File: config.mk
export PLATFORM = sky130hd
export DESIGN_NAME = nack_fci_packer_core
export DESIGN_NICKNAME = d
export VERILOG_FILES = /design/src/hw/rtl/nfp_pkg.sv /design/src/hw/rtl/nfp_chunk_step.sv /design/src/hw/rtl/nfp_out_fifo.sv /design/src/hw/rtl/nack_fci_packer_core.sv
export SDC_FILE = /design/constraint.sdc
export NUM_CORES = 1
export LEC_CHECK = 0
export ABC_AREA = 1
export ABC_CLOCK_PERIOD_IN_PS = 6700
export BUFFER_PORTS_ARGS = -buffer_cell sky130_fd_sc_hd__clkbuf_2
export CAP_MARGIN = 30
export CORE_MARGIN = 5
export CORE_UTILIZATION = 56
export DETAILED_ROUTE_END_ITERATION = 16
export PLACE_DENSITY = 0.74
export SYNTH_ARGS = -nofsm -noshare
export SYNTH_HDL_FRONTEND = slang
export SYNTH_SLANG_ARGS = --single-unit
File: constraint.sdc
create_clock -name clk -period 6.7 [get_ports clk]
set_clock_uncertainty 0.15 [all_clocks]
set_input_delay 1.34 -clock clk [delete_from_list [all_inputs] [get_ports clk]]
set_output_delay 1.34 -clock clk [all_outputs]
set_load 0.01 [all_outputs]
File: src/hw/rtl/nfp_pkg.sv
package nfp_pkg;

  // Mask bits that follow the base number in one chunk.
  localparam int unsigned SPAN = 16;

  typedef struct packed {
    logic        last;
    logic [15:0] blp;
    logic [15:0] pid;
  } chunk_t;

  typedef struct packed {
    logic        open;
    logic [15:0] base;
    logic [15:0] mask;
  } pack_state_t;

  // Chunks produced by one item, in delivery order.
  typedef struct packed {
    logic [1:0] count;
    chunk_t     first;
    chunk_t     second;
  } emit_t;

endpackage

File: src/hw/rtl/nfp_chunk_step.sv
module nfp_chunk_step (
  input  nfp_pkg::pack_state_t state,
  input  logic [15:0]          seq_num,
  input  logic                 is_last,
  output nfp_pkg::pack_state_t state_next,
  output nfp_pkg::emit_t       emit
);
  import nfp_pkg::*;

  logic [16:0] diff_wide;
  logic [15:0] diff;
  logic        above;
  logic        far;
  logic [3:0]  bit_pos;
  logic [15:0] base_upd;
  logic [15:0] mask_upd;
  chunk_t      closed_chunk;
  chunk_t      final_chunk;

  assign diff_wide = {1'b0, seq_num} - {1'b0, state.base};
  assign diff      = diff_wide[15:0];
  // No borrow and a nonzero difference means the number lies above the base.
  assign above     = !diff_wide[16] && (diff != 16'd0);
  assign far       = above && (diff > 16'(SPAN));
  assign bit_pos   = 4'(diff - 16'd1);

  always_comb begin
    base_upd = state.base;
    mask_upd = state.mask;
    if (!state.open) begin
      base_upd = seq_num;
      mask_upd = 16'd0;
    end else if (far) begin
      base_upd = seq_num;
      mask_upd = 16'd0;
    end else if (above) begin
      mask_upd = state.mask | (16'd1 << bit_pos);
    end
  end

  assign closed_chunk = '{last: 1'b0, blp: state.mask, pid: state.base};
  assign final_chunk  = '{last: 1'b1, blp: mask_upd, pid: base_upd};

  always_comb begin
    emit.second = final_chunk;
    if (state.open && far) begin
      emit.first = closed_chunk;
      emit.count = is_last ? 2'd2 : 2'd1;
    end else begin
      emit.first = final_chunk;
      emit.count = is_last ? 2'd1 : 2'd0;
    end
  end

  always_comb begin
    if (is_last) begin
      state_next = '{open: 1'b0, base: 16'd0, mask: 16'd0};
    end else begin
      state_next = '{open: 1'b1, base: base_upd, mask: mask_upd};
    end
  end

endmodule

File: src/hw/rtl/nfp_out_fifo.sv
module nfp_out_fifo #(
  parameter int unsigned DEPTH = 4
) (
  input  logic                          clk,
  input  logic                          rst,
  input  logic                          push,
  input  nfp_pkg::emit_t                emit,
  input  logic                          pop,
  output logic                          out_valid,
  output nfp_pkg::chunk_t               out_chunk,
  output logic [$clog2(DEPTH+1)-1:0]    count
);
  import nfp_pkg::*;

  localparam int unsigned PW = $clog2(DEPTH);
  localparam int unsigned CW = $clog2(DEPTH + 1);

  chunk_t        mem [DEPTH];
  logic [PW-1:0] rd_ptr;
  logic [PW-1:0] wr_ptr;
  logic [PW-1:0] wr_ptr_1;
  logic [PW-1:0] wr_ptr_2;
  logic [PW-1:0] rd_ptr_next;
  logic [1:0]    n_push;
  logic          do_pop;

  function automatic logic [PW-1:0] wrap_inc(input logic [PW-1:0] p);
    if (p == PW'(DEPTH - 1)) begin
      return '0;
    end
    return p + PW'(1);
  endfunction

  assign n_push      = push ? emit.count : 2'd0;
  assign do_pop      = pop && (count != '0);
  assign wr_ptr_1    = wrap_inc(wr_ptr);
  assign wr_ptr_2    = wrap_inc(wr_ptr_1);
  assign rd_ptr_next = wrap_inc(rd_ptr);

  always_ff @(posedge clk) begin
    if (n_push != 2'd0) begin
      mem[wr_ptr] <= emit.first;
    end
    if (n_push == 2'd2) begin
      mem[wr_ptr_1] <= emit.second;
    end
  end

  always_ff @(posedge clk) begin
    if (rst) begin
      rd_ptr <= '0;
      wr_ptr <= '0;
      count  <= '0;
    end else begin
      unique case (n_push)
        2'd1:    wr_ptr <= wr_ptr_1;
        2'd2:    wr_ptr <= wr_ptr_2;
        default: wr_ptr <= wr_ptr;
      endcase
      if (do_pop) begin
        rd_ptr <= rd_ptr_next;
      end
      count <= count + CW'(n_push) - CW'(do_pop);
    end
  end

  assign out_valid = (count != '0);
  assign out_chunk = mem[rd_ptr];

endmodule

File: src/hw/rtl/nack_fci_packer_core.sv
// Generic NACK chunk packer: lost sequence numbers in, PID/BLP chunks out.
// A chunk enters the queue with the beat that closes it and reaches the master side behind older chunks.
// One input beat per cycle while the queue has room; an item that closes two chunks queues both at once.
// The input side is held off only by the chunk queue, which must keep room for two chunks.
// Reset (rst, synchronous, active high) closes any open chunk and empties the queue.
module nack_fci_packer_core #(
  parameter int unsigned FIFO_DEPTH = 4
) (
  input  logic        clk,
  input  logic        rst,
  // Slave side: lost sequence numbers.
  input  logic        s_tvalid,
  output logic        s_tready,
  input  logic [15:0] s_tdata,   // [15:0] seq_num
  input  logic        s_tlast,   // is_last
  // Master side: NACK chunks.
  output logic        m_tvalid,
  input  logic        m_tready,
  output logic [31:0] m_tdata,   // [15:0] chunk_pid, [31:16] chunk_blp
  output logic        m_tlast    // chunk_last
);
  import nfp_pkg::*;

  localparam int unsigned CW = $clog2(FIFO_DEPTH + 1);

  pack_state_t state;
  pack_state_t state_next;
  emit_t       emit;
  chunk_t      out_chunk;
  logic        s_beat;
  logic [CW-1:0] fill;

  // The queue admits a beat only while it has room for the two chunks that one
  // beat can produce. The check looks at the registered fill level alone, so
  // no combinational path runs from m_tready to s_tready.
  assign s_tready = (fill <= CW'(FIFO_DEPTH - 2));
  assign s_beat   = s_tvalid && s_tready;

  // The open chunk: base number, mask of numbers that follow it, and a flag
  // that a chunk is being collected. Every accepted beat updates it in the
  // same cycle, so consecutive beats need no bypass.
  always_ff @(posedge clk) begin
    if (rst) begin
      state <= '{open: 1'b0, base: 16'd0, mask: 16'd0};
    end else if (s_beat) begin
      state <= state_next;
    end
  end

  nfp_chunk_step u_step (
    .state      (state),
    .seq_num    (s_tdata),
    .is_last    (s_tlast),
    .state_next (state_next),
    .emit       (emit)
  );

  // Chunks wait here until the master side takes them, first chunk first.
  nfp_out_fifo #(
    .DEPTH (FIFO_DEPTH)
  ) u_fifo (
    .clk       (clk),
    .rst       (rst),
    .push      (s_beat),
    .emit      (emit),
    .pop       (m_tready),
    .out_valid (m_tvalid),
    .out_chunk (out_chunk),
    .count     (fill)
  );

  assign m_tdata = {out_chunk.blp, out_chunk.pid};
  assign m_tlast = out_chunk.last;

  // The queue never holds more chunks than it has entries.
  assert property (@(posedge clk) disable iff (rst) fill <= CW'(FIFO_DEPTH))
    else $error("chunk queue overflow");

  // A beat that closes a chunk makes one visible on the next cycle.
  assert property (@(posedge clk) disable iff (rst)
      (s_beat && emit.count != 2'd0) |=> m_tvalid)
    else $error("closed chunk not presented");

  // The last beat of a report leaves no chunk open.
  assert property (@(posedge clk) disable iff (rst) (s_beat && s_tlast) |=> !state.open)
    else $error("chunk still open after last beat");

  // When no beat is accepted, the packer state holds, whether or not a chunk is open.
  assert property (@(posedge clk) disable iff (rst) !s_beat |=> $stable(state))
    else $error("open chunk changed without a beat");

endmodule

==> results.cfg <==
[yosys]
synthCells = 1285
ys_top_cells_by_count = 312 x nand2_1, 128 x edfxtp_1, 125 x inv_1
yosysSeqAreaShare_pct = 46.4
synth_area_leaders = edfxtp_1 37%, nand2_1 11%, dfxtp_1 9.0%
syn-num-nets = 1339
synth_edf_count = 128
synth_top_area_share_pct = 37.5
async_flop_share_pct = 0
syn-mean-instance-area_um2 = 7.99
synth_area_leader_cell = edfxtp_1
synth.distinct_cells = 40
netlist_area_um2 = 10300
ys.flop_type = edfxtp_1
synth_warnings = 0
ys_seq_elements = 174
synth_most_common_cell = nand2_1

[timing]
post-route-period-util_pct = 82.9
worst_slew_pin_slew_ps = 928
slew_viol_final = 0
max_slew_margin_pct = 37.5
hold_viol = 0
setup_ws_ps = 1150
setup_violations = 0
hold_slack_ps = 316
finalCriticalPeriod_ps = 5550
timing.fmax_ghz = 0.180
finalSetupTns_ps = 0
rsz0062_at_grt = no

[setup_path]
cp-end-kind = flop
crit_required_ps = 6690
cp_top_family = simple AND/OR/NAND/NOR gates
reg2reg_depth = 22
path_buf_inv = 6
worstPathCellList = clkbuf_2, inv_1, ha_1, fa_1, inv_1, nand3_1, nand3_1, nand2_1, nand2_1, nand2_1, nand2_1, nand3_1, nor2_2, nand3_4, nand4_2, inv_1, ha_1, nand2_1, ha_1, nand2_1, nand2_1, buf_4, inv_1, a21oi_1
worstReg2RegStart = state[16]
cp_max_fo = 18
rr_endpoint = u_fifo.mem[1][31]
start_kind = primary input
worstPathArrival_ps = 5540
critPathMaxStageDelay_ps = 510
r2r_slack_ps = 1850
worstSetupPathType = primary input to flop
cp_slowest_cell = inv_1
crit_top_cell = nand2_1

[finish]
fin_cells = 1562
drive_above_1_share_pct = 13.7
nNetsFinal = 1374
n_antenna_cell = 0
syn2layout_area_growth_pct = 10.9

[clocking]
clock_latency_ps = 430
h-tree-depth = 4
clkSinkCount = 174
cts_tree = done
path_clk_slew_ps = 70
cts_root_buffer = clkbuf_16
numCtsBuffers = 17
clock_path_buffers = 2
holdBufCountCts = 0
postCtsSetupBuffers = 0
cts-resized-gates = 0

[global_route]
use_met2_pct = 39.6
busiest_layer = met2
overflow = 0
grtUsageTotal_pct = 25.7
grt_max_degree = 67
grt_pass1_vias = 8303
use_met3_pct = 3.96
use_met1_pct = 38.4
antenna_found_initial = 0
grt_pass1_wl_um = 44300

[die]
start_util_pct = 56.9
core_area_um2 = 18000
die_area_um2 = 21100
io_pins = 56
rows = 49
die_w_um = 145
die_height_um = 145

[drt]
vias = 9019
ant_nets = 0
wl_per_cell_um = 17.6
drtIter0Drc = 1222
routed_wl_um = 27400
firstDrtPassIters = 5
via_per_inst = 5.77
drcViolationCount = 0

[outcome]
status = completed

[worst_hold_path]
min_from = state[14]
hold_class = flop to flop
min_path_cells = 2
whs_endpoint = state[14]

[placement]
port_buffers = 55
routabilityCongestion = 0.894
dpl.hpwl_um = 18600
post-place-ws_ps = 818
place_inst = 1530

[power]
power_mw = 3.43
p_leak_nw = 4.53
cellPowerDensity_nw_per_um2 = 302
peakVddDrop_mv = 0.277

[run]
cap_violations = 0
-- routing by layer --
| layer | wire length [um] | vias to the layer above |
|---|---|---|
| li1 | - | 4374 |
| met3 | 2830 | 33 |
| met2 | 12400 | 459 |
| met1 | 11800 | 4153 |
| met5 | 0 | - |
| met4 | 399 | 0 |
-- per-stage QoR --
step / instance area (um^2) / utilization (%)
after floorplan: 10300 / -
after global placement: 10700 / 59.5
after detailed placement: 10800 / 59.7
after CTS: 11400 / 63.2
after global routing: 11400 / 63.2
final: 11400 / 63.2
-- worst max-delay path by stage --
stage / slack, ps / end / cells after the start / from
after global routing: 710 / u_fifo.mem[1][31] / 24 / s_tdata[0]
after detailed placement: 820 / u_fifo.mem[2][20] / 24 / s_tdata[0]
after global placement: 930 / u_fifo.mem[1][26] / 24 / s_tdata[0]
after floorplan: 770 / u_fifo.mem[0][23] / 23 / s_tdata[0]
final: 1150 / u_fifo.mem[1][31] / 24 / s_tdata[0]
after CTS: 1200 / u_fifo.mem[1][31] / 24 / s_tdata[0]
-- area by class of cell --
cell class                 count  area, um^2
timing repair buffer          81         490
multi-input combinational    918        4730
tap                          229         287
clock inverter                15         203
sequential                   174        4770
clock buffer                  17         425
fill                        1549        6640
inverter                     128         485
-- cell usage in the layout (no fill, tap or decap), types with 2 or more instances in the layout --
cell type	synthesis	layout
nand2_4	23	23
nand3b_1	2	2
nor2_2	3	4
o21ai_1	36	36
inv_6	0	3
edfxtp_1	128	128
xor2_1	5	5
clkbuf_2	0	55
inv_1	125	125
a21oi_2	9	9
nand3_4	2	2
o22ai_1	34	34
clkinv_4	1	3
nand4_1	7	7
clkinvlp_4	0	2
a21oi_1	105	105
clkinv_1	1	2
clkbuf_16	0	17
nand3_2	4	4
nand2_1	312	312
buf_4	2	25
o21ai_0	110	110
fa_1	2	2
and2_1	2	2
ha_1	31	31
inv_8	0	3
dfxtp_1	46	45
nand2_2	17	17
bufinv_16	0	3
nand3_1	80	80
xnor2_1	3	3
o21ai_2	4	4
nor2_1	119	118
-- report_power, final --
part           switching [mW]  internal (mW)  total, mW  leakage, nW
sequential             0.0550           1.25       1.31         1.55
combinational           0.719          0.350       1.07         2.68
clock                   0.457          0.601       1.06        0.301
total                    1.23           2.20       3.43         4.53
-- tightest hold or removal path, stage by stage, from the launching register on --
cell	delay [ps]
dfxtp_1	310
nand2_1	60
a21oi_1	60
-- registers in the layout, indices dropped and copies added, names as in the netlist, named ones only --
| signal | count |
|---|---|
| u_fifo.rd_ptr | 2 |
| u_fifo.wr_ptr | 2 |
| u_fifo.mem | 132 |
| u_fifo.count | 3 |
| state | 33 |
-- logic make-up after synthesis --
kind of cell | Yosys count | share of synthesized area [%]
flops | 174 | 46.4
compound gates | 300 | 15.7
simple gates | 575 | 25.1
buf+inv | 193 | 7.58
xor+xnor | 10 | 1.00
fa+ha+maj | 33 | 4.17
Note: power is estimated with default switching activity, not from simulation.
